### config.mk
export PLATFORM = sky130hd
export DESIGN_NAME = lgs_row_unit
export DESIGN_NICKNAME = d
export VERILOG_FILES = /design/src/hdl/lgs_pkg.sv /design/src/hdl/lgs_row_unit.sv
export SDC_FILE = /design/constraint.sdc
export NUM_CORES = 1
export LEC_CHECK = 0
export BUFFER_PORTS_ARGS = -buffer_cell sky130_fd_sc_hd__buf_2
export CORE_MARGIN = 8
export CORE_UTILIZATION = 40
export DETAILED_ROUTE_END_ITERATION = 8
export PLACE_DENSITY = 0.74
export SLEW_MARGIN = 20
export SYNTH_ARGS = -nofsm -noshare
export SYNTH_HDL_FRONTEND = slang
export SYNTH_SLANG_ARGS = --single-unit
### constraint.sdc
create_clock -name vclk -period 16.2
set_input_delay 1.62 -clock vclk [all_inputs]
set_output_delay 1.62 -clock vclk [all_outputs]
set_load 0.01 [all_outputs]
### src/hdl/lgs_pkg.sv
// Shared types and constants for the life generation step block.
package lgs_pkg;

    // Command codes on the input channel
    localparam logic [1:0] CMD_WRITE   = 2'd0;
    localparam logic [1:0] CMD_READ    = 2'd1;
    localparam logic [1:0] CMD_ADVANCE = 2'd2;
    localparam logic [1:0] CMD_CLEAR   = 2'd3;

    // Configuration register indexes
    localparam logic [1:0] REG_GRID_WIDTH  = 2'd0;
    localparam logic [1:0] REG_GRID_HEIGHT = 2'd1;

    // Register and field widths
    localparam int unsigned CFG_W   = 7;
    localparam int unsigned COORD_W = 6;

    // Neighbour count, 0 to 8
    typedef logic [3:0] count_t;

    // Rule B3/S23
    localparam count_t BIRTH_COUNT   = 4'd3;
    localparam count_t SURVIVE_COUNT = 4'd2;

endpackage

### src/hdl/lgs_row_unit.sv
// Row-wide neighbour counter and B3/S23 next-row generator with wrap at the grid width.
module lgs_row_unit #(
    parameter int MAX_WIDTH = 64
) (
    input  logic [MAX_WIDTH-1:0]          up,
    input  logic [MAX_WIDTH-1:0]          mid,
    input  logic [MAX_WIDTH-1:0]          down,
    input  logic [$clog2(MAX_WIDTH+1)-1:0] width,
    output logic [MAX_WIDTH-1:0]          fresh,
    output lgs_pkg::count_t               counts [MAX_WIDTH]
);

    localparam int XW = $clog2(MAX_WIDTH);

    logic [XW-1:0] last_col;
    logic          up_last;
    logic          mid_last;
    logic          down_last;

    // Column at the wrap point, needed by column 0
    assign last_col  = XW'(32'(width) - 1);
    assign up_last   = up[last_col];
    assign mid_last  = mid[last_col];
    assign down_last = down[last_col];

    // One counter per column, all independent
    for (genvar c = 0; c < MAX_WIDTH; c++) begin : g_col
        logic            ul, ml, dl;
        logic            ur, mr, dr;
        logic            at_wrap;
        lgs_pkg::count_t cnt;

        assign at_wrap = (32'(c) + 1 == 32'(width));

        if (c == 0) begin : g_left_wrap
            assign ul = up_last;
            assign ml = mid_last;
            assign dl = down_last;
        end
        else begin : g_left
            assign ul = up[c-1];
            assign ml = mid[c-1];
            assign dl = down[c-1];
        end

        // right neighbour wraps to column 0 at the last column in use
        assign ur = at_wrap ? up[0]   : up[(c+1) % MAX_WIDTH];
        assign mr = at_wrap ? mid[0]  : mid[(c+1) % MAX_WIDTH];
        assign dr = at_wrap ? down[0] : down[(c+1) % MAX_WIDTH];

        assign cnt = lgs_pkg::count_t'(ul) + lgs_pkg::count_t'(up[c])
                   + lgs_pkg::count_t'(ur) + lgs_pkg::count_t'(ml)
                   + lgs_pkg::count_t'(mr) + lgs_pkg::count_t'(dl)
                   + lgs_pkg::count_t'(down[c]) + lgs_pkg::count_t'(dr);

        assign counts[c] = cnt;

        // columns beyond the width in use keep their old value
        assign fresh[c] = (32'(c) < 32'(width))
                        ? ((cnt == lgs_pkg::BIRTH_COUNT)
                           || (mid[c] && (cnt == lgs_pkg::SURVIVE_COUNT)))
                        : mid[c];
    end

endmodule

==> results, run 1 <==
- After layout, the clock buffer instance count stands at 0.
- The gate family responsible for the most delay along the worst path is adder cells.
- The switching share of total power is 57.7%.
- The register area share after synthesis is 0%.
- The core region is 39500 sq um.
- In this run the count of I/O pins placed on the die edge is 519.
- The run finished with clean final reports.
- The detailed router placed 15.7k vias in this run.
- The hold path startpoint is mid[26].
- In the finished design, the share of the clock period the worst path needs comes to 57.7%.
- The worst vdd rail ir drop is 0.0631 mV.
- The critical path launch point is width[0].
- The number of I/O port buffers is 519.
- The cell area after layout is 19100 sq um.
- The aggregate global-route resource usage is 28.9%.
- The launching element type of the critical path is an input port.
- Setup violations remaining at the end of the flow were counted as 0.
- The busiest layer in global routing is met2.
- The congestion estimate from routability-driven global placement came to 0.927.
- The warning count from the yosys run is 0.
- The final routed wire length divided by cell count is 25.2 um.
- The global-route track usage on met1 is 35.4%.
- The count of final hold-check violations came to 0.
- The layout has 3778 filler cells.
- Summing all multi-input logic gate instances after layout gives 14400 sq um.
- The number of cell rows is 73.
- Summed over all layers, the routed wires come to 69700 um.
- The worst setup path is captured at a primary output.
- The die covers 46600 sq um.
- The first detailed-routing pass took 6 iterations.
- The average instance area after synthesis is 9.01 sq um.
- The number of nets with antenna violations after detailed routing is 0.
- The number of antenna violations at the first check in global routing is 6.
- The routing usage on met3 is 5.06%.
- The clock network burns 0% of the power.
- Post-CTS repair changed the size of 0 cells.
- The part of the total power dissipated in combinational logic is 100.0%.
- The internal power consumption is 0.000699 W.
- The first global-routing pass estimated 105000 um of wire.
- Timing would allow up to 107 MHz.
- Measured along the y axis, the die boundary spans 216 um.
- Summing all flip-flop and latch instances after layout gives 0 sq um.
- The remaining design rule violation count is 0.
- Setup repair after global routing left no endpoint under its margin.
- The sum of overflow across all layers after global routing is 0.
- The first routing iteration left 1023 violations.
- The initial utilization of the core area, before any placement, comes to 40.4%.
- In this run, distinct cell masters in the synthesized netlist total 54.
- For the final routed database, the setup TNS stands at 0 ps.
- The fraction of layout cells with a size suffix above 1 is 31.1%.
- The worst pin sits at a relative slew slack of 23.8%.
- The HPWL after detailed placement is 59600 um.
- The width of the die is 216 um.
- The category of the most critical setup path is input port to primary output.
- Final hold analysis gives a worst-case slack of 3620 ps.
- On the worst path, the slowest cell contributes a delay of 790 ps.
- The pin count of the biggest net entering global routing is 37.
- Traced cell by cell, the critical path runs through buf_4 > inv_2 > ha_2 > buf_4 > mux4_2 > a222oi_1 > nand3_1 > nand4_1 > fa_1 > fa_1 > fa_1 > inv_1 > ha_1 > inv_1 > fa_1 > or3_1 > a21oi_1 > buf_2.
- Relative to the synthesized area, the layout overhead comes to 19.5%.
- The top fanout value on the critical path is 28.
- The routed via count divided by cell count is 5.64.
- The final max-slew violation count came to 0.
- The synthesized instance count is 1772.
- Global routing used 49.4% of the available met2 tracks.
- The via count of the first global-routing pass was 17.2k.
- The highest-delay cell along the critical path is sky130_fd_sc_hd__ha_2.
- The sequential cell fraction of total power is 0%.
- The power density relative to cell area is 86.6 nW/um^2.
- The most numerous cell type found on the critical path is sky130_fd_sc_hd__fa_1.
- The tool flagged a number of max-cap violations equal to 0.
- At the pin with the least slew margin, the transition time is 1140 ps.
- The analysis attributes to net switching a power of 0.000953 W.
- Buffers inserted to repair hold after CTS numbered 0.
- After the last flow step, the layout net total stands at 2896.
- The number of nets handed over by synthesis was 2423.
- The path type of the worst min-delay path is input port to primary output.
- The number of buffers and inverters on the critical path is 6.
- The standard cell area after detailed placement is 19100 sq um.
- The number of sequential cells in the layout is 0.
- Summing every instance area after synthesis gives 16000 sq um.
- The shortest clock period the worst path allows after layout is 9340 ps.
- Once the clock tree was built, the setup fixing pass inserted 0 buffers.
- Data on the critical path arrives at its endpoint at 7720 ps.
- The analysis attributes to cell leakage a power of 9.74 nW.
- The data required time of the worst path is 14580 ps.
power by group through the flow:
stage	combinational, W	sequential (W)	clock (W)
after detailed placement	0.00165	0	0
after CTS	0.00166	0	0
after global placement	0.00161	0	0
after global routing	0.00184	0	0.0000000000413
final	0.00165	0	0.0000000000414
after floorplan	0.00103	0	0
layout by cell type, fill, tap and decap left out, types with 18 or more instances in the layout:
cell type                 count
sky130_fd_sc_hd__mux2_2      87
sky130_fd_sc_hd__a21oi_1    182
sky130_fd_sc_hd__mux2i_1     69
sky130_fd_sc_hd__mux4_2      48
sky130_fd_sc_hd__inv_1      359
sky130_fd_sc_hd__xnor2_1     30
sky130_fd_sc_hd__o21ai_0     40
sky130_fd_sc_hd__or3_1       29
sky130_fd_sc_hd__nand2_1     90
sky130_fd_sc_hd__buf_2      518
sky130_fd_sc_hd__or3b_2      18
sky130_fd_sc_hd__nor2b_1     69
sky130_fd_sc_hd__xor2_1      36
sky130_fd_sc_hd__ha_1       195
sky130_fd_sc_hd__nand3_1     19
sky130_fd_sc_hd__nor2_1      73
sky130_fd_sc_hd__fa_1       256
synth_stat cells (6+ instances only):
master	number	area, sq um
sky130_fd_sc_hd__a21o_1	7	52.6
sky130_fd_sc_hd__nor3_1	6	30.0
sky130_fd_sc_hd__o21bai_1	7	52.6
sky130_fd_sc_hd__nand2_1	90	338
sky130_fd_sc_hd__or3_1	29	181
sky130_fd_sc_hd__mux4_2	48	1080
sky130_fd_sc_hd__o31ai_1	8	60.1
sky130_fd_sc_hd__nor2b_1	69	432
sky130_fd_sc_hd__mux2i_1	69	691
sky130_fd_sc_hd__mux2_2	87	980
sky130_fd_sc_hd__a22oi_1	12	90.1
sky130_fd_sc_hd__nand3_1	19	95.1
sky130_fd_sc_hd__xor2_1	36	315
sky130_fd_sc_hd__or3b_2	18	158
sky130_fd_sc_hd__a222oi_1	6	60.1
sky130_fd_sc_hd__o31a_1	6	52.6
sky130_fd_sc_hd__inv_1	359	1350
sky130_fd_sc_hd__mux2_1	7	78.8
sky130_fd_sc_hd__buf_2	19	95.1
sky130_fd_sc_hd__nor2_1	74	278
sky130_fd_sc_hd__ha_1	196	2450
sky130_fd_sc_hd__a21oi_1	182	911
sky130_fd_sc_hd__fa_1	256	5120
sky130_fd_sc_hd__o21ai_0	40	200
sky130_fd_sc_hd__xnor2_1	30	263
sky130_fd_sc_hd__clkbuf_1	37	139
sky130_fd_sc_hd__and2_1	9	56.3
cells by family (layout without fill, tap and decap cells):
group | after synthesis | count (layout) | share of synthesized area, %
fa+ha+maj | 452 | 452 | 47.5
buf+inv | 419 | 890 | 10.0
simple gates | 333 | 333 | 10.7
compound gates | 291 | 291 | 10.4
mux | 211 | 211 | 17.7
xor+xnor | 66 | 66 | 3.62
other cells | 0 | 5 | 0
final cells by class:
cell class	instances	share of cell area (%)
Tap cell	525	3.44
Antenna cell	5	0.0656
Inverter	360	7.08
Timing Repair Buffer	530	14.1
Multi-Input combinational cell	1353	75.3
layer usage:
metal	vias up	share of wire (%)
li1	6835	-
met1	7865	39
met2	792	49
met3	158	7.7
met4	2	4.7
met5	-	0.016
worst min-delay path, cell delays in order:
cell                       delay (ps)
sky130_fd_sc_hd__buf_2            130
sky130_fd_sc_hd__inv_1             50
sky130_fd_sc_hd__a21boi_0          60
sky130_fd_sc_hd__buf_2            140
worst paths after layout:
kind                         to  depth (start not counted)
worst min-delay path  fresh[26]                          4
worst max-delay path   fresh[0]                         18
through the flow:
| step | setup slack (ps) | utilization (%) | total power [W] | instances |
|---|---|---|---|---|
| after global placement | 6990 | 48.2 | 0.00161 | 2768 |
| after floorplan | 7900 | - | 0.00103 | 1772 |
| after global routing | 6610 | 48.2 | 0.00184 | 2773 |
| after detailed placement | 6880 | 48.2 | 0.00165 | 2768 |
| after CTS | 6880 | 48.2 | 0.00166 | 2768 |
| final | 6860 | 48.2 | 0.00165 | 2773 |
(Power assumes the default switching activity.)
==> run 2, diff against run 1 <==
--- a/config.mk
+++ b/config.mk
@@ -5,11 +5,12 @@
 export SDC_FILE = /design/constraint.sdc
 export NUM_CORES = 1
 export LEC_CHECK = 0
+export ABC_AREA = 1
 export BUFFER_PORTS_ARGS = -buffer_cell sky130_fd_sc_hd__buf_2
 export CORE_MARGIN = 8
 export CORE_UTILIZATION = 40
 export DETAILED_ROUTE_END_ITERATION = 8
-export PLACE_DENSITY = 0.74
+export PLACE_DENSITY = 0.77
 export SLEW_MARGIN = 20
 export SYNTH_ARGS = -nofsm -noshare
 export SYNTH_HDL_FRONTEND = slang
==> constraint.sdc (replaced) <==
create_clock -name vclk -period 7.6
set_input_delay 0.76 -clock vclk [all_inputs]
set_output_delay 0.76 -clock vclk [all_outputs]
set_load 0.01 [all_outputs]
==> results, run 2 <==
- The register area share after synthesis is 0%.
- Global routing used 28.8% of the available tracks.
- The HPWL after detailed placement is 59500 um.
- In the synthesized netlist, the cells that appear most often are sky130_fd_sc_hd__nand2_1, sky130_fd_sc_hd__inv_1, sky130_fd_sc_hd__o21ai_0.
- The synthesis-to-finish area growth is 19.3%.
- Summed over all instances, the cell type with the most area after synthesis is sky130_fd_sc_hd__fa_1.
- In this run the tightest slew margin relative to its limit is 16.6%.
- The area of the die is 46800 sq um.
- The standard cell area after detailed placement is 19100 sq um.
- The design has 0 sequential cells.
- On the final layout, the worst hold slack is 1880 ps.
- After global routing the overflow that remains totals 0.
- In the final routed layout, each cell accounts on average for 21.0 um.
- The path type of the worst min-delay path is input port to primary output.
- In this run the mean area of a mapped cell was 6.91 sq um.
- The most numerous cell in the Yosys netlist is sky130_fd_sc_hd__nand2_1.
- Routability-driven placement finished with a final weighted congestion of 0.945.
- The launching element type of the critical path is an input port.
- In the finished layout, the clock tree contains a buffer count of 0.
- The core region is 39600 sq um.
- Setup repair after global routing left no endpoint under its margin.
- In the routed design, unresolved DRC markers number 0.
- Across the run, the number of max-cap violations was 0.
- The pre-CTS worst setup slack is 906 ps.
- The floorplan has 73 rows.
- The fraction of layout cells with a size suffix above 1 is 20.1%.
- The width of the die is 216 um.
- The least setup slack across all paths after layout is 876 ps.
- Summing all flip-flop and latch instances after layout gives 0 sq um.
- The shortest clock period the worst path allows after layout is 6720 ps.
- The first-pass GRT wire length is 107000 um.
- The worst endpoint data arrival time is 5960 ps.
- Of all nets on the critical path, the largest fanout is 56.
- For this run, global-route usage on met2 was measured as 49.3%.
- The count of final hold-check violations is 0.
- The transition time of the tightest slew-check pin is 1250 ps.
- Counting every net in the synthesized netlist gives 2973.
- Synthesis handed over a netlist of 2322 instances.
- The flow ran to the end, and the final reports show no timing, DRC or antenna violations.
- Hold repair after CTS inserted 0 buffers.
- The worst hold path was traced through 4 stages.
- In the post-synthesis netlist, the biggest area contributors are sky130_fd_sc_hd__fa_1, sky130_fd_sc_hd__ha_1, sky130_fd_sc_hd__nand2_1.
- In the finished design, the share of the clock period the worst path needs comes to 88.5%.
- The warning count from the yosys run is 0.
- Setup violations remaining at the end of the flow were counted as 0.
- The final max-slew violation count came to 0.
- In the global route stage, met3 resource usage came out at 5.22%.
- From bottom edge to top edge, the die measures 216 um.
- The cell area after layout is 19100 sq um.
- The number of nets with antenna violations after detailed routing is 0.
- Leaving out fill and tap cells, the most frequent cell in the layout is sky130_fd_sc_hd__nand2_1.
- The number of I/O port buffers is 519.
- The category of the most critical setup path is input port to primary output.
- The aggregate routed wire length is 69600 um.
- For this run, global-route usage on met1 was measured as 36.3%.
- In the layout the commonest cells are sky130_fd_sc_hd__nand2_1, sky130_fd_sc_hd__buf_2, sky130_fd_sc_hd__inv_1, sky130_fd_sc_hd__o21ai_0, sky130_fd_sc_hd__fa_1.
- The number of antenna violations at the first check in global routing was 6.
- The total via count in the routed design is 17.9k.
- The number of DRC markers in iteration 0 is 1437.
- After global routing, the most crowded layer is met2.
- The area share of the largest cell type after synthesis is 32.0%.
- The pin count of the biggest net entering global routing is 61.
- After synthesis the cells add up to 16000 sq um.
- Post-CTS timing repair inserted 0 buffers for setup.
- In this run, post-CTS repair resized a total of 0 instances.
- In the final timing run, aggregate negative setup slack is 0 ps.
- The first detailed-routing pass took 5 iterations.
- The number of nets in the finished design is 3444.
- The element type at the critical path end is a primary output.
- The initial core utilization is 40.5%.
- The top achievable clock speed is 149 MHz.
- Counting distinct cell types in the post-synthesis netlist gives 35.
- The top-level I/O count is 519.
- Dividing the detail-routed via count by the number of cells gives 5.39.
- The via count of the first global-routing pass is 18.4k.
- The data required time of the worst path is 6840 ps.
run 2: cell count changes after synthesis, sizes merged, moves of 14 or more:
cell / before / now
or3: 29 / 7
or3b: 18 / 4
nor2b: 69 / 0
o21ai: 40 / 264
inv: 360 / 424
nand2: 90 / 568
mux2i: 69 / 0
nor2: 76 / 95
mux2: 94 / 0
o2111ai: 0 / 33
mux4: 48 / 0
a21oi: 182 / 91
nand3: 19 / 225
run 2: path summary, 6_finish.rpt:
kind      from   endpoint
max   width[0]   fresh[0]
min    mid[43]  fresh[43]
run 2: final cells by class:
class,count,area [sq um]
Antenna cell,3,7.51
Fill cell,4116,20500
Inverter,426,1600
Multi-Input combinational cell,1832,14200
Tap cell,525,657
Timing Repair Buffer,533,2710
run 2: critical path, stage by stage:
cell                        delay [ps]
sky130_fd_sc_hd__buf_4             460
sky130_fd_sc_hd__clkinv_2          200
sky130_fd_sc_hd__ha_2              700
sky130_fd_sc_hd__buf_4             400
sky130_fd_sc_hd__a21oi_1            60
sky130_fd_sc_hd__o21ai_0           100
sky130_fd_sc_hd__nand3_1           100
sky130_fd_sc_hd__nand3_1            90
sky130_fd_sc_hd__nand3_1            80
sky130_fd_sc_hd__nand3_1           130
sky130_fd_sc_hd__nand2_1           100
sky130_fd_sc_hd__fa_1              480
sky130_fd_sc_hd__fa_1              520
sky130_fd_sc_hd__fa_1              480
sky130_fd_sc_hd__inv_1              70
sky130_fd_sc_hd__ha_1              160
sky130_fd_sc_hd__inv_1              50
sky130_fd_sc_hd__fa_1              370
sky130_fd_sc_hd__xnor2_1           150
sky130_fd_sc_hd__nor2_1            100
sky130_fd_sc_hd__o2111ai_1          90
sky130_fd_sc_hd__o21ai_0            90
sky130_fd_sc_hd__buf_2             170
run 2: cell families (layout without fill, tap and decap cells):
logic type	Yosys count	count (layout)	share of synthesized area (%)
compound gates	407	407	13.8
buf+inv	490	959	11.8
xor+xnor	65	65	3.60
fa+ha+maj	452	452	47.2
simple gates	908	908	23.6
other cells	0	3	0
run 2: per-layer routing:
layer	wire (um)	share of wire (%)
met1	28100	40
met2	32900	47
met3	5910	8.5
met4	2650	3.8
met5	36	0.052
run 2: per-stage QoR:
stage | utilization (%) | instances
after floorplan | - | 2322
after detailed placement | 48.2 | 3316
after global placement | 48.2 | 3316
final | 48.3 | 3319
after global routing | 48.3 | 3318
after CTS | 48.2 | 3316
==> run 3, diff against run 2 <==
--- a/config.mk
+++ b/config.mk
@@ -10,7 +10,7 @@
 export CORE_MARGIN = 8
 export CORE_UTILIZATION = 40
 export DETAILED_ROUTE_END_ITERATION = 8
-export PLACE_DENSITY = 0.77
+export PLACE_DENSITY = 0.74
 export SLEW_MARGIN = 20
 export SYNTH_ARGS = -nofsm -noshare
 export SYNTH_HDL_FRONTEND = slang
==> constraint.sdc (replaced) <==
create_clock -name vclk -period 7.78
set_input_delay 0.778 -clock vclk [all_inputs]
set_output_delay 0.778 -clock vclk [all_outputs]
set_load 0.01 [all_outputs]
==> results, run 3 (synthesized netlist as in run 2, its figures left out) <==
- The number of nets in the finished design is 3450.
- The completed layout was analyzed and its total power is 0.00340 W.
- The fraction of layout cells with a size suffix above 1 is 20.3%.
- The quantity of hold-fixing buffers added after cts is 0.
- The routed via count divided by cell count is 5.58.
- The flow ran to the end, and the final reports show no timing, DRC or antenna violations.
- In the finished layout, the clock tree contains a buffer count of 0.
- The sum of overflow across all layers after global routing is 0.
- Global routing used 31.2% of the available tracks across all layers.
- The number of cell rows is 73.
- The first-pass GRT wire length is 115000 um.
- Setup violations remaining at the end of the flow were counted as 0.
- Compared with the post-synthesis result, the final layout area differs by 19.6%.
- In the layout the commonest cells are sky130_fd_sc_hd__nand2_1, sky130_fd_sc_hd__buf_2, sky130_fd_sc_hd__inv_1, sky130_fd_sc_hd__o21ai_0, sky130_fd_sc_hd__fa_1.
- The number of buffers inserted by post-CTS setup repair is 0.
- Along the worst hold path, the cell count comes to 4.
- The width of the die is 216 um.
- The shortest clock period the worst path allows after layout is 6680 ps.
- The final max-slew violation count was 0.
- The analysis attributes to cell leakage a power of 10.9 nW.
- The initial core utilization is 40.5%.
- Routability-driven placement finished with a final weighted congestion of 0.947.
- The worst setup path is launched from an input port.
- The path type of the worst min-delay path is input port to primary output.
- The element type at the critical path end is a primary output.
- The via count of the first global-routing pass came to 19.5k.
- Setup repair after global routing left no endpoint under its margin.
- Across the run, the number of max-cap violations was 0.
- The number of filler instances in the final layout is 4076.
- The number of DRC markers in iteration 0 is 1526.
- The HPWL after detailed placement is 65400 um.
- The count of nets left with antenna violations once routing finished came out at 0.
- The region available for standard cell placement spans 39600 sq um.
- The top-level I/O count is 519.
- Data on the critical path is required at its endpoint by 7000 ps.
- Buffers placed on the I/O ports in this run total 519.
- The top fanout value on the critical path is 41.
- The power density relative to cell area is 177 nW/um^2.
- VDD sags by at most 0.110 mV.
- In the finished design, the share of the clock period the worst path needs comes to 85.8%.
- The routed design has 75600 um of wire.
- The worst endpoint data arrival time is 5900 ps.
- In the final routed layout, each cell accounts on average for 22.8 um.
- The count of final hold-check violations is 0.
- The vertical extent of the die is 216 um.
- For this run, the top clock speed supported by timing is 150 MHz.
- The die covers 46800 sq um.
- The first detailed-routing pass took 6 iterations.
- The critical path is of the input port to primary output type.
- The number of antenna violations at the first check in global routing is 8.
- The total via count in the routed design is 18.6k.
- The most frequent standard cell in the layout excluding fill and tap cells is sky130_fd_sc_hd__nand2_1.
- The design has 0 sequential cells.
- Once the clock tree was built, the resizer swapped 0 gates to a different size.
- The transition time of the tightest slew-check pin is 1070 ps.
- The remaining design rule violation count is 0.
- The aggregate negative setup slack is 0 ps.
- Entering global routing, the biggest net connects 75 pins.
- The area taken by flip-flops and latches is 0 sq um.
- The tightest slew margin relative to the limit is 27.8%.
==> run 3: cell count changes in the layout (fill, tap and decap cells not counted), sizes merged <==
cell	before	now
buf	533	539
diode	3	1
==> run 3: cell type report <==
type | count | area (sq um) | area share (%)
Multi-Input combinational cell | 1832 | 14200 | 73.9
Tap cell | 525 | 657 | 3.42
Inverter | 426 | 1600 | 8.34
Timing Repair Buffer | 539 | 2750 | 14.3
Antenna cell | 1 | 2.50 | 0.0130
==> run 3: final timing paths <==
path / to / start / slack [ps]
worst max-delay path: fresh[0] / width[0] / 1100
worst min-delay path: fresh[43] / mid[43] / 1900
==> run 3: critical path, cell delays in order <==
cell and delay, ps:
sky130_fd_sc_hd__buf_4 350, sky130_fd_sc_hd__clkinv_2 130, sky130_fd_sc_hd__ha_2 560, sky130_fd_sc_hd__inv_2 300, sky130_fd_sc_hd__buf_4 280, sky130_fd_sc_hd__a21oi_1 110, sky130_fd_sc_hd__o21ai_0 110, sky130_fd_sc_hd__nand3_1 110
sky130_fd_sc_hd__nand3_1 80, sky130_fd_sc_hd__nand3_1 100, sky130_fd_sc_hd__nand3_1 100, sky130_fd_sc_hd__nand2_1 100, sky130_fd_sc_hd__fa_1 440, sky130_fd_sc_hd__fa_1 530, sky130_fd_sc_hd__fa_1 500, sky130_fd_sc_hd__inv_1 70
sky130_fd_sc_hd__ha_1 160, sky130_fd_sc_hd__inv_1 60, sky130_fd_sc_hd__fa_1 380, sky130_fd_sc_hd__xnor2_1 150, sky130_fd_sc_hd__nor2_1 90, sky130_fd_sc_hd__o2111ai_1 90, sky130_fd_sc_hd__o21ai_0 110, sky130_fd_sc_hd__buf_2 170
==> run 3: power by group <==
group / switching [W] / internal, W / total, W
registers: 0 / 0 / 0
logic: 0.00206 / 0.00134 / 0.00340
clock network: 0 / 0.0000000000172 / 0.0000000000172
==> run 3: routing by layer <==
layer | vias up | part of all wire (%) | GRT usage [%]
li1 | 8395 | - | -
met3 | 207 | 8.5 | 5.88
met2 | 972 | 47 | 53.6
met4 | 12 | 4.5 | 12.2
met5 | - | 0.11 | 0
met1 | 8968 | 39 | 38.2
==> run 3: metrics by stage <==
stage	area, sq um	hold slack (ps)	std cells	setup slack (ps)	util (%)
finish	19200	1900	3323	1100	48.4
global route	19200	1930	3323	726	48.4
floorplan	16000	1640	2322	1900	-
detailed placement	19200	1900	3322	1050	48.4
global placement	19200	1910	3322	1190	48.3
CTS	19200	1900	3322	1030	48.4
